### config.mk
export PLATFORM = sky130hd
export DESIGN_NAME = shuffled_lehmer_rng_flat
export DESIGN_NICKNAME = d
export VERILOG_FILES = /design/src/design/slr_pkg.sv /design/src/design/slr_in_if.sv /design/src/design/slr_out_if.sv /design/src/design/shuffled_lehmer_rng.sv /design/src/design/slr_seq.sv /design/src/flat_wrapper.sv
export SDC_FILE = /design/constraint.sdc
export NUM_CORES = 2
export LEC_CHECK = 0
export ABC_AREA = 1
export ABC_CLOCK_PERIOD_IN_PS = 6400
export BUFFER_PORTS_ARGS = -buffer_cell sky130_fd_sc_hd__buf_2
export CORE_ASPECT_RATIO = 1.75
export CORE_UTILIZATION = 50
export DETAILED_ROUTE_END_ITERATION = 7
export PLACE_DENSITY_LB_ADDON = 0.12
export SYNTH_ARGS = -nofsm -noshare
export SYNTH_HDL_FRONTEND = slang
export SYNTH_HIERARCHICAL = 1
export SYNTH_SLANG_ARGS = --single-unit
### constraint.sdc
create_clock -name i_clk -period 6.4 [get_ports i_clk]
set_input_delay 1.92 -clock i_clk [delete_from_list [all_inputs] [get_ports i_clk]]
set_output_delay 1.92 -clock i_clk [all_outputs]
set_load 0.02 [all_outputs]
### src/design/slr_pkg.sv
// Shared types, constants and the control store for the shuffled Lehmer generator.
package slr_pkg;

    localparam int unsigned GEN_W        = 31;
    localparam int unsigned MULT_W       = 15;
    localparam int unsigned PROD_W       = GEN_W + MULT_W;
    localparam int unsigned WARMUP_EXTRA = 8;

    localparam logic [GEN_W-1:0]  LCG_MOD  = 31'h7FFF_FFFF;
    localparam logic [MULT_W-1:0] LCG_MULT = 15'd16807;

    localparam logic CMD_DRAW   = 1'b0;
    localparam logic CMD_RESEED = 1'b1;

    typedef enum logic [2:0] {
        ST_IDLE,
        ST_DRAW1,
        ST_WARM_MUL,
        ST_WARM_RED,
        ST_DRAW0
    } t_step;

    typedef enum logic [1:0] {
        BR_NEXT,
        BR_GOTO,
        BR_DISPATCH,
        BR_LOOP
    } t_branch;

    typedef struct packed {
        logic ready;
        logic load;
        logic mul;
        logic div;
        logic div_gen;
        logic warm;
        logic draw;
    } t_ctrl;

    typedef struct packed {
        t_ctrl   ctl;
        t_branch br;
        t_step   target;
    } t_uword;

    typedef struct packed {
        logic xfer;
        logic need_init;
        logic cnt_last;
        logic out_busy;
    } t_seq_stat;

    function automatic t_uword urom(input t_step step);
        t_uword w;
        w = '{ctl: '0, br: BR_GOTO, target: ST_IDLE};
        unique case (step)
            ST_IDLE: begin
                w.ctl.ready = 1'b1;
                w.ctl.load  = 1'b1;
                w.ctl.mul   = 1'b1;
                w.ctl.div   = 1'b1;
                w.br        = BR_DISPATCH;
                w.target    = ST_WARM_MUL;
            end
            ST_DRAW1: begin
                w.ctl.draw = 1'b1;
                w.br       = BR_GOTO;
                w.target   = ST_IDLE;
            end
            ST_WARM_MUL: begin
                w.ctl.mul = 1'b1;
                w.br      = BR_NEXT;
            end
            ST_WARM_RED: begin
                w.ctl.warm = 1'b1;
                w.br       = BR_LOOP;
                w.target   = ST_WARM_MUL;
            end
            ST_DRAW0: begin
                w.ctl.mul     = 1'b1;
                w.ctl.div     = 1'b1;
                w.ctl.div_gen = 1'b1;
                w.br          = BR_GOTO;
                w.target      = ST_DRAW1;
            end
            default: begin
                w.br     = BR_GOTO;
                w.target = ST_IDLE;
            end
        endcase
        return w;
    endfunction

endpackage

### src/design/slr_in_if.sv
// Input channel: command and seed with valid/ready handshake.
interface slr_in_if;
    logic               valid;
    logic               ready;
    logic               command;
    logic signed [31:0] seed;

    modport source (output valid, output command, output seed, input ready);
    modport sink   (input valid, input command, input seed, output ready);
endinterface

### src/design/slr_out_if.sv
// Output channel: random word with valid/ready handshake.
interface slr_out_if;
    logic        valid;
    logic        ready;
    logic [30:0] random_word;

    modport source (output valid, output random_word, input ready);
    modport sink   (input valid, input random_word, output ready);
endinterface

### src/design/shuffled_lehmer_rng.sv
// Shuffled Lehmer generator top level: datapath, shuffle table and sequencer.
// Draw: the transfer registers the product and bin index, then the swap step registers the result (multiply, swap);
//   the swap step is held while the output is stalled. Initialisation (reseed, or zero generator/held word):
//   the transfer loads the start value, the warm-up loop (multiply, reduce) fills the table, then multiply and swap.
// A new transfer is taken only back in idle. Reset: synchronous, active low; clears sequencer, generator word and
//   output valid; the shuffle table is not cleared, the first draw after reset initialises it.
module shuffled_lehmer_rng #(
    parameter int unsigned TABLE_SIZE = 32
) (
    input  logic       i_clk,
    input  logic       i_rst_n,
    slr_in_if.sink     i_in,
    slr_out_if.source  o_out
);

    localparam int unsigned GW        = slr_pkg::GEN_W;
    localparam int unsigned PW        = slr_pkg::PROD_W;
    localparam int unsigned IDX_W     = $clog2(TABLE_SIZE);
    localparam int unsigned QW        = IDX_W + 1;
    localparam int unsigned CNT_W     = $clog2(TABLE_SIZE + slr_pkg::WARMUP_EXTRA);
    localparam logic [63:0] MOD64     = 64'(slr_pkg::LCG_MOD);
    localparam logic [63:0] BIN_WIDTH = 64'd1 + (MOD64 - 64'd1) / 64'(TABLE_SIZE);
    localparam int unsigned BIN_L     = $clog2(BIN_WIDTH);
    localparam int unsigned SH        = GW + BIN_L;
    localparam logic [63:0] MAGIC64   = ((64'd1 << SH) + BIN_WIDTH - 64'd1) / BIN_WIDTH;
    localparam logic [31:0] MAGIC     = MAGIC64[31:0];
    localparam logic [CNT_W-1:0] WARM_LAST =
        CNT_W'(TABLE_SIZE + slr_pkg::WARMUP_EXTRA - 1);
    localparam logic [CNT_W-1:0] TS_CNT = CNT_W'(TABLE_SIZE);
    localparam logic [QW-1:0]    TS_Q   = QW'(TABLE_SIZE);
    localparam logic [IDX_W-1:0] IDX_MAX = IDX_W'(TABLE_SIZE - 1);

    slr_pkg::t_ctrl     ctl;
    slr_pkg::t_seq_stat stat;

    logic [GW-1:0]    r_gen;
    logic [CNT_W-1:0] r_cnt;
    logic [PW-1:0]    r_prod;
    logic [62:0]      r_qprod;
    logic [GW-1:0]    r_held;
    logic [GW-1:0]    r_out;
    logic             r_out_valid;
    logic [GW-1:0]    r_table [TABLE_SIZE];

    logic             xfer;
    logic             need_init;
    logic [31:0]      seed_mag;
    logic [GW-1:0]    start;
    logic [31:0]      red_sum;
    logic [GW-1:0]    red;
    logic [GW-1:0]    div_op;
    logic [QW-1:0]    q_idx;
    logic [IDX_W-1:0] idx_c;
    logic             tbl_we;
    logic [IDX_W-1:0] tbl_addr;

    slr_seq u_seq (
        .i_clk   (i_clk),
        .i_rst_n (i_rst_n),
        .i_stat  (stat),
        .o_ctl   (ctl)
    );

    assign i_in.ready = ctl.ready;
    assign xfer       = i_in.valid & ctl.ready;
    assign need_init  = (i_in.command == slr_pkg::CMD_RESEED) || (r_gen == '0)
                        || (r_held == '0);

    assign stat.xfer      = xfer;
    assign stat.need_init = need_init;
    assign stat.cnt_last  = (r_cnt == '0);
    assign stat.out_busy  = r_out_valid & ~o_out.ready;

    // start value: magnitude of a negative seed reduced mod 2^31-1, else 1
    always_comb begin
        seed_mag = ~$unsigned(i_in.seed) + 32'd1;
        start    = GW'(1);
        if (i_in.command == slr_pkg::CMD_RESEED && i_in.seed[31]) begin
            if (seed_mag[31]) begin
                start = GW'(1);
            end else if (seed_mag[30:0] == slr_pkg::LCG_MOD) begin
                start = '0;
            end else begin
                start = seed_mag[30:0];
            end
        end
    end

    // Mersenne reduction of the registered product
    always_comb begin
        red_sum = {1'b0, r_prod[GW-1:0]} + 32'(r_prod[PW-1:GW]);
        if (red_sum >= {1'b0, slr_pkg::LCG_MOD}) begin
            red = GW'(red_sum - {1'b0, slr_pkg::LCG_MOD});
        end else begin
            red = red_sum[GW-1:0];
        end
    end

    // bin index by reciprocal multiply, saturated
    assign div_op = ctl.div_gen ? r_gen : r_held;
    assign q_idx  = QW'(r_qprod >> SH);
    assign idx_c  = (q_idx >= TS_Q) ? IDX_MAX : q_idx[IDX_W-1:0];

    assign tbl_we   = ctl.warm ? (r_cnt < TS_CNT) : ctl.draw;
    assign tbl_addr = ctl.warm ? r_cnt[IDX_W-1:0] : idx_c;

    always_ff @(posedge i_clk) begin
        if (!i_rst_n) begin
            r_gen       <= '0;
            r_cnt       <= '0;
            r_out_valid <= 1'b0;
        end else begin
            if (ctl.load) begin
                r_gen <= start;
                r_cnt <= WARM_LAST;
            end else if (ctl.warm) begin
                r_gen <= red;
                r_cnt <= r_cnt - CNT_W'(1);
            end else if (ctl.draw) begin
                r_gen <= red;
            end
            if (ctl.draw) begin
                r_out_valid <= 1'b1;
            end else if (o_out.ready) begin
                r_out_valid <= 1'b0;
            end
        end
    end

    always_ff @(posedge i_clk) begin
        if (ctl.mul) begin
            r_prod <= {{(PW-GW){1'b0}}, r_gen} * {{(PW-slr_pkg::MULT_W){1'b0}}, slr_pkg::LCG_MULT};
        end
        if (ctl.div) begin
            r_qprod <= {32'd0, div_op} * {31'd0, MAGIC};
        end
    end

    // shuffle table: a draw reads the old entry and writes the new generator word in one step; warm-up writes entries
    always_ff @(posedge i_clk) begin
        if (tbl_we) begin
            r_table[tbl_addr] <= red;
        end
        if (ctl.draw) begin
            r_held <= r_table[idx_c];
            r_out  <= r_table[idx_c];
        end
    end

    assign o_out.valid       = r_out_valid;
    assign o_out.random_word = r_out;

`ifndef NO_ASSERTIONS
    a_spaced_transfers: assert property (@(posedge i_clk) disable iff (!i_rst_n)
        xfer |=> !xfer)
        else $error("input transfers in consecutive cycles");

    a_init_loads_count: assert property (@(posedge i_clk) disable iff (!i_rst_n)
        (xfer && need_init) |=> (r_cnt == WARM_LAST))
        else $error("initialisation did not load warm-up count");

    a_gen_reduced: assert property (@(posedge i_clk) disable iff (!i_rst_n)
        r_gen != slr_pkg::LCG_MOD)
        else $error("generator word not reduced");

    a_out_reduced: assert property (@(posedge i_clk) disable iff (!i_rst_n)
        o_out.valid |-> (o_out.random_word != slr_pkg::LCG_MOD))
        else $error("output word equals modulus");
`endif

endmodule

### src/design/slr_seq.sv
// Microcode sequencer: step counter, control store lookup and branch logic.
module slr_seq (
    input  logic              i_clk,
    input  logic              i_rst_n,
    input  slr_pkg::t_seq_stat i_stat,
    output slr_pkg::t_ctrl    o_ctl
);

    slr_pkg::t_step  r_pc;
    slr_pkg::t_step  n_pc;
    slr_pkg::t_uword w;
    logic            go_draw;
    logic            go_init;
    logic            hold;

    always_ff @(posedge i_clk) begin
        if (!i_rst_n) begin
            r_pc <= slr_pkg::ST_IDLE;
        end else begin
            r_pc <= n_pc;
        end
    end

    always_comb begin
        w       = slr_pkg::urom(r_pc);
        go_draw = i_stat.xfer & ~i_stat.need_init;
        go_init = i_stat.xfer & i_stat.need_init;
        hold    = w.ctl.draw & i_stat.out_busy;
        o_ctl   = w.ctl;
        if (w.br == slr_pkg::BR_DISPATCH) begin
            o_ctl.mul  = w.ctl.mul & go_draw;
            o_ctl.div  = w.ctl.div & go_draw;
            o_ctl.load = w.ctl.load & go_init;
        end
        if (hold) begin
            o_ctl.draw = 1'b0;
        end
        unique case (w.br)
            slr_pkg::BR_NEXT:     n_pc = slr_pkg::t_step'(r_pc + 3'd1);
            slr_pkg::BR_GOTO:     n_pc = w.target;
            slr_pkg::BR_DISPATCH: n_pc = go_init ? w.target :
                                         (go_draw ? slr_pkg::t_step'(r_pc + 3'd1) : r_pc);
            slr_pkg::BR_LOOP:     n_pc = i_stat.cnt_last ? slr_pkg::t_step'(r_pc + 3'd1)
                                                         : w.target;
            default:              n_pc = slr_pkg::ST_IDLE;
        endcase
        if (hold) begin
            n_pc = r_pc;
        end
    end

endmodule

### src/flat_wrapper.sv
// flat-port wrapper written by rule: the top's interface ports become plain ports
module shuffled_lehmer_rng_flat 
#(
    parameter int unsigned TABLE_SIZE = 32
)
  (i_clk, i_rst_n, i_in_valid, i_in_command, i_in_seed, i_in_ready, o_out_valid, o_out_random_word, o_out_ready);
  slr_in_if i_in_i ();
  slr_out_if o_out_i ();
  input  logic i_clk;
  input  logic i_rst_n;
  input wire logic [$bits(i_in_i.valid)-1:0] i_in_valid;
  input wire logic [$bits(i_in_i.command)-1:0] i_in_command;
  input wire logic [$bits(i_in_i.seed)-1:0] i_in_seed;
  output wire logic [$bits(i_in_i.ready)-1:0] i_in_ready;
  output wire logic [$bits(o_out_i.valid)-1:0] o_out_valid;
  output wire logic [$bits(o_out_i.random_word)-1:0] o_out_random_word;
  input wire logic [$bits(o_out_i.ready)-1:0] o_out_ready;
  assign i_in_i.valid = i_in_valid;
  assign i_in_i.command = i_in_command;
  assign i_in_i.seed = i_in_seed;
  assign i_in_ready = i_in_i.ready;
  assign o_out_valid = o_out_i.valid;
  assign o_out_random_word = o_out_i.random_word;
  assign o_out_i.ready = o_out_ready;
  shuffled_lehmer_rng #(.TABLE_SIZE(TABLE_SIZE)) u_core (.i_clk(i_clk), .i_rst_n(i_rst_n), .i_in(i_in_i), .o_out(o_out_i));
endmodule
Word level (Yosys, flattened, before mapping)
Memory sizes are Yosys's and may differ from the RTL's. A register that Yosys moved wholly into a read port is not among the register bits.
Cells that the tools add are included.

word-level totals
  bits in registers = 118
  bits in latches = 0
  bits in writable memories = 992
  memory bits (read-only) = 0
  input bits = 37
  output and inout bits = 33
  logic and storage cells = 86
  memories kept = 1

operators by class
  add/subtract/negate cells = 5
  multipliers = 1
  div/mod/pow operators = 0
  magnitude comparators = 3
  equality and inequality tests = 9
  shift operators = 0
  mux-type cells = 31
  bitwise gates (word level) = 13
  reductions and logical operators = 16

memory list
  name            depth  width  read ports  clocked after memory_dff  write ports  line                       text
  u_core.r_table  32     31     1           1                         1            shuffled_lehmer_rng.sv:43  logic [GW-1:0] r_table [TABLE_SIZE];

operators by type and width
  kind                      count
  $mux W31                  8
  $logic_not A31 Y1         2
  $mul A31 B15 Y46 const B  1
  $add A31 B15 Y32          1
  $add A32 B1 Y32 const B   1
  $ge A32 B31 Y1 const B    1
  $not A32 Y32              1
  $eq A31 B31 Y1 const B    1
  $sub A31 B31 Y31 const B  1
  $mux W3                   4
  $mux W6                   2
  $pmux W3 S4               1
  $mux W1                   11
  $mux W5                   2
  $and A1 B1 Y1             8
  $eq A3 B2 Y1 const B      2
  $ge A5 B6 Y1 const B      1
  $logic_not A6 Y1          1
  $lt A6 B6 Y1 const B      1
  $pmux W2 S3               1
  $reduce_or A2 Y1          3
  $sub A6 B1 Y6 const B     1
  $eq A2 B2 Y1 const B      2
  $not A1 Y1                4
  other kinds (15)          17

Depth between registers and ports, before layout
  depth in word-level cells = 8
  mapped depth = 24
  mapped depth without buffers = 24

Cells and area by module
Netlist, hierarchy kept.

by module, submodules not included
  module               times used  cells each  area an instance (µm²)  sequential area each (µm²)
  shuffled_lehmer_rng  1           4946        55061.6                 33011.7
  slr_seq              1           66          394.1                   60.1

Least setup slack after synthesis
OpenSTA, ideal clock, no wires.

  path type = input to register
  from = input o_out_ready
  to = memory u_core/r_table[21][0] (netlist bit) (enable)
  library setup time = 0.419 ns
  arrival = 5.330 ns
  required time = 5.981 ns
  slack = 0.650 ns
  stages on the path = 6
  buffers on the path = 0
  path through = nor2_1 -> nor2_1 -> nand2_1 -> o21ai_0 -> nand3_1 -> nor2_1

RTL lines
  what                line                       text
  start: declaration  flat_wrapper.sv:17         input wire logic [$bits(o_out_i.ready)-1:0] o_out_ready;
  end: declaration    shuffled_lehmer_rng.sv:43

Final worst setup path
  from = register u_core.r_gen[18]
  to = register u_core.r_prod[32] (data pin)

on the way
  word-level cells in the longest chain between the ends = 1

RTL lines
  what                      line                        text
  start: declaration        shuffled_lehmer_rng.sv:36   logic [GW-1:0] r_gen;
  start signal: assignment  shuffled_lehmer_rng.sv:114  r_gen <= start;
  start signal: assignment  shuffled_lehmer_rng.sv:117  r_gen <= red;
  start signal: assignment  shuffled_lehmer_rng.sv:120  r_gen <= red;
  $mul A31 B15 Y46          shuffled_lehmer_rng.sv:132  r_prod <= {{(PW-GW){1'b0}}, r_gen} * {{(PW-slr_pkg::MULT_W){1'b0}}, slr_pkg::LCG_MULT};
  end signal: assignment    shuffled_lehmer_rng.sv:132
  end: declaration          shuffled_lehmer_rng.sv:38   logic [PW-1:0] r_prod;

No other way between the ends.
A chain may end at the register's enable or synchronous reset.

==> flow_metrics.tcl <==
set metrics [dict create \
    worstSetupPathType "reg -> reg" \
    worstSkewPairLatency_ns 0.71 \
    post_route_cells_drive_above_1_share 0.09206 \
    setup.worst_path.start_class "flop" \
    num-nets-final 5443 \
    chipHeight_um 442.6 \
    grt_start_max_net_pins 186 \
    final-instance-count-excl-fill 6597 \
    floorplan.die.width_um 253.8 \
    numCtsBuffers 98 \
    synthToLayoutAreaGrowth_pct 10.24 \
    placement.setup.worst_slack_ns 0.5477 \
    clkSinkCount 1115 \
    detail_route.iter0.violations 3180 \
    grt_setup_unrepaired "false" \
    cp.required_ns 6.84 \
    routabilityCongestion 0.9786 \
    worstPathBufferInverterCount 7 \
    final_hold_viol_count 0 \
    wire_per_inst_um 27.14 \
    synth_top_family_by_area "simple AND/OR/NAND/NOR gates" \
    syn_area_mm2 0.05546 \
    tritoncts_clock_tree "yes" \
    initial_utilization 0.5042 \
    num_io_pins 70 \
    register_area_mm2 0.03307 \
    dr_total_vias 39390 \
    drt_drc_violations_left 0 \
    cts_max_path_buffers 3 \
    number_of_global_route_vias_before_repair 39430 \
    synth.mux.area_fraction 0 \
    synth_cell_types 52 \
    multi_input_comb_area_mm2 0.01966 \
    finalCritPeriodShare 0.9205 \
    core_mm2 0.1100 \
    worstMarginPinSlew_ns 1.337 \
    synth_compound_area_frac 0.1155 \
    grt_overflow_total 0 \
    synth-simple-area-share 0.1220 \
    cts.reportedPaths.clkPinSlew_ns 0.07 \
    yosys_warnings 6 \
    grt_first_pass_wirelength_um 258000 \
    final-setup-viol-count 0 \
    synth-edff-count 1074 \
    syn-num-nets 5411 \
    die-area_mm2 0.1123 \
    dp_hpwl_um 114700 \
    num-fill-cells 9524 \
    hp-class "reg -> reg" \
    drt-total-wl_um 179000 \
    timing.critical_path.arrival_ns 6.33 \
    critical-path-slowest-cell "fa_1" \
    syn-instance-count 5012 \
    mapped_avg_cell_area_um2 11.06 \
    achievable-frequency_ghz 0.1697 \
    final_critical_path_setup_slack_ns 0.5089 \
    end_kind "flop" \
    slew_viol_final 0 \
    vias_per_cell 5.971 \
    worst-path-max-fanout 6 \
    slew-limit-headroom 0.1079 \
    num_rows 161 \
    cap_viol_max_count 0 \
    fraction_of_the_yosys_area_taken_by_sequential_cells 0.5964 \
    crit_path_frequent_cell "inv_1" \
    timing.critical_path.slowest_cell_delay_ns 0.53 \
    crit_path_leading_delay_family "adder cells" \
    fin_util 0.5558 \
    antenna_violating_nets_post_route 0 \
    placed_cells_incl_taps 6411 \
    cp_cell_instances "inv_1, fa_1, inv_1, ha_1, inv_1, fa_1, inv_1, fa_1, fa_1, inv_1, fa_1, inv_1, ha_1, nand2_1, nor2_1, inv_1, nor3_1, a21oi_1, o21ai_0, a21oi_1, xnor2_1" \
    htree_num_levels 3 \
    antenna_found_initial 6 \
    grt.total_usage 0.3204 \
    outcome "completed" \
    async_flop_share 0 \
    setup_tns_ns 0 \
    main_synth_ff_type "edfxtp_1" \
    synthXorXnorAreaFrac 0.01121 \
    io_buffers 69 \
    detailedRoute.firstPassIterationCount 5 \
    finalWorstPathRequiredPeriod_ns 5.891 \
    cts-root-buf "clkbuf_16" \
    hold_buffers 0 \
    post_cts_resize_count 0 \
    synth_seq_cells 1115 \
    post_cts_buffers 0 \
    finalClockSkew_ns 0.01981 \
    synth_fa_ha_area_frac 0.09981 \
]
Yosys cell counts, types with 23 or more instances:
master | number | area, um^2
o221ai_1 | 191 | 1673
o22ai_1 | 58 | 362.9
a32oi_1 | 28 | 245.2
clkbuf_1 | 223 | 837.1
inv_1 | 549 | 2061
a31oi_1 | 58 | 362.9
nand3_1 | 196 | 980.9
nand2_2 | 40 | 250.2
nand2_1 | 428 | 1607
dfxtp_1 | 41 | 820.8
fa_1 | 134 | 2683
a21oi_1 | 82 | 410.4
o21ai_0 | 599 | 2998
xor2_1 | 54 | 473.0
edfxtp_1 | 1074 | 32250
ha_1 | 228 | 2853
nand4_1 | 69 | 431.7
nor2_1 | 773 | 2902
nor3_1 | 23 | 115.1
metal layers:
metal / part of all wire / global-route usage / up-vias / routed length, um
met1: 0.34 / 0.3451 / 19580 / 60610
met4: 0.086 / 0.2418 / 0 / 15410
met2: 0.52 / 0.5684 / 1492 / 92580
met3: 0.058 / 0.04019 / 518 / 10430
li1: - / - / 17800 / -
met5: 0 / 0 / - / 0
per-stage QoR:
stage,hold WS (ns),instance area (um^2)
global route,0.5831,61130
finish,0.5329,61130
CTS,0.5350,61130
detailed placement,0.5198,57960
global placement,0.5159,57960
floorplan,0.4937,55460
area by class of cell:
| type | instances | share of cell area |
|---|---|---|
| Antenna cell | 3 | 0.0001228 |
| Clock inverter | 63 | 0.009292 |
| Timing Repair Buffer | 173 | 0.02047 |
| Tap cell | 1467 | 0.03002 |
| Clock buffer | 120 | 0.04251 |
| Inverter | 566 | 0.03504 |
| Multi-Input combinational cell | 3090 | 0.3216 |
| Sequential cell | 1115 | 0.5410 |
cells by family (layout without fill, tap and decap cells):
family          count (synthesis)  after routing
buf+inv                       807            922
flops                        1115           1115
other cells                     0              3
xor+xnor                       71             71
simple gates                 1595           1595
fa+ha+maj                     362            362
compound gates               1062           1062
registers in the layout, indices dropped and copies added (netlist names):
register	count
u_core/o_out.random_word	31
u_core/r_prod	46
u_core/r_gen	31
u_core/r_table	992
u_core/o_out.valid	1
u_core/r_cnt	6
u_core/r_qprod	5
u_core/u_seq/r_pc	3
final timing paths:
path,startpoint,to,slack (ns),depth (start not counted)
max,u_core/r_gen[18]$_SDFFE_PN0P_,u_core/r_prod[32]$_DFFE_PP_,0.51,21
min,u_core/r_cnt[3]$_SDFFE_PP0P_,u_core/r_cnt[3]$_SDFFE_PP0P_,0.53,2
max reg2reg,u_core/r_gen[18]$_SDFFE_PN0P_,u_core/r_prod[32]$_DFFE_PP_,0.51,21
min reg2reg,u_core/r_cnt[3]$_SDFFE_PP0P_,u_core/r_cnt[3]$_SDFFE_PP0P_,0.53,2
placed cells by master, fill, tap and decap left out, drive strengths merged, types with 17 or more instances in the layout:
cell / n
xnor2: 17
xor2: 54
nor3: 25
o22ai: 58
a21oi: 95
clkbuf: 120
a31oi: 58
fa: 134
nand4: 69
inv: 570
o221ai: 191
clkinv: 45
nor2: 796
dfxtp: 41
a32oi: 28
nand3: 200
edfxtp: 1074
o21ai: 610
nor4: 18
buf: 173
nand2: 469
ha: 228
worst register-to-register path, cell delays in order, from the launching register on:
cell     delay [ns]
dfxtp_1        0.47
inv_1          0.20
fa_1           0.53
inv_1          0.05
ha_1           0.26
inv_1          0.05
fa_1           0.50
inv_1          0.06
fa_1           0.50
fa_1           0.50
inv_1          0.05
fa_1           0.47
inv_1          0.05
ha_1           0.40
nand2_1        0.11
nor2_1         0.15
inv_1          0.08
nor3_1         0.31
a21oi_1        0.18
o21ai_0        0.40
a21oi_1        0.14
xnor2_1        0.15
Power is left out: the tool's default activity adds up to more than one toggle a clock period on the data nets, which glitch-free logic cannot reach.
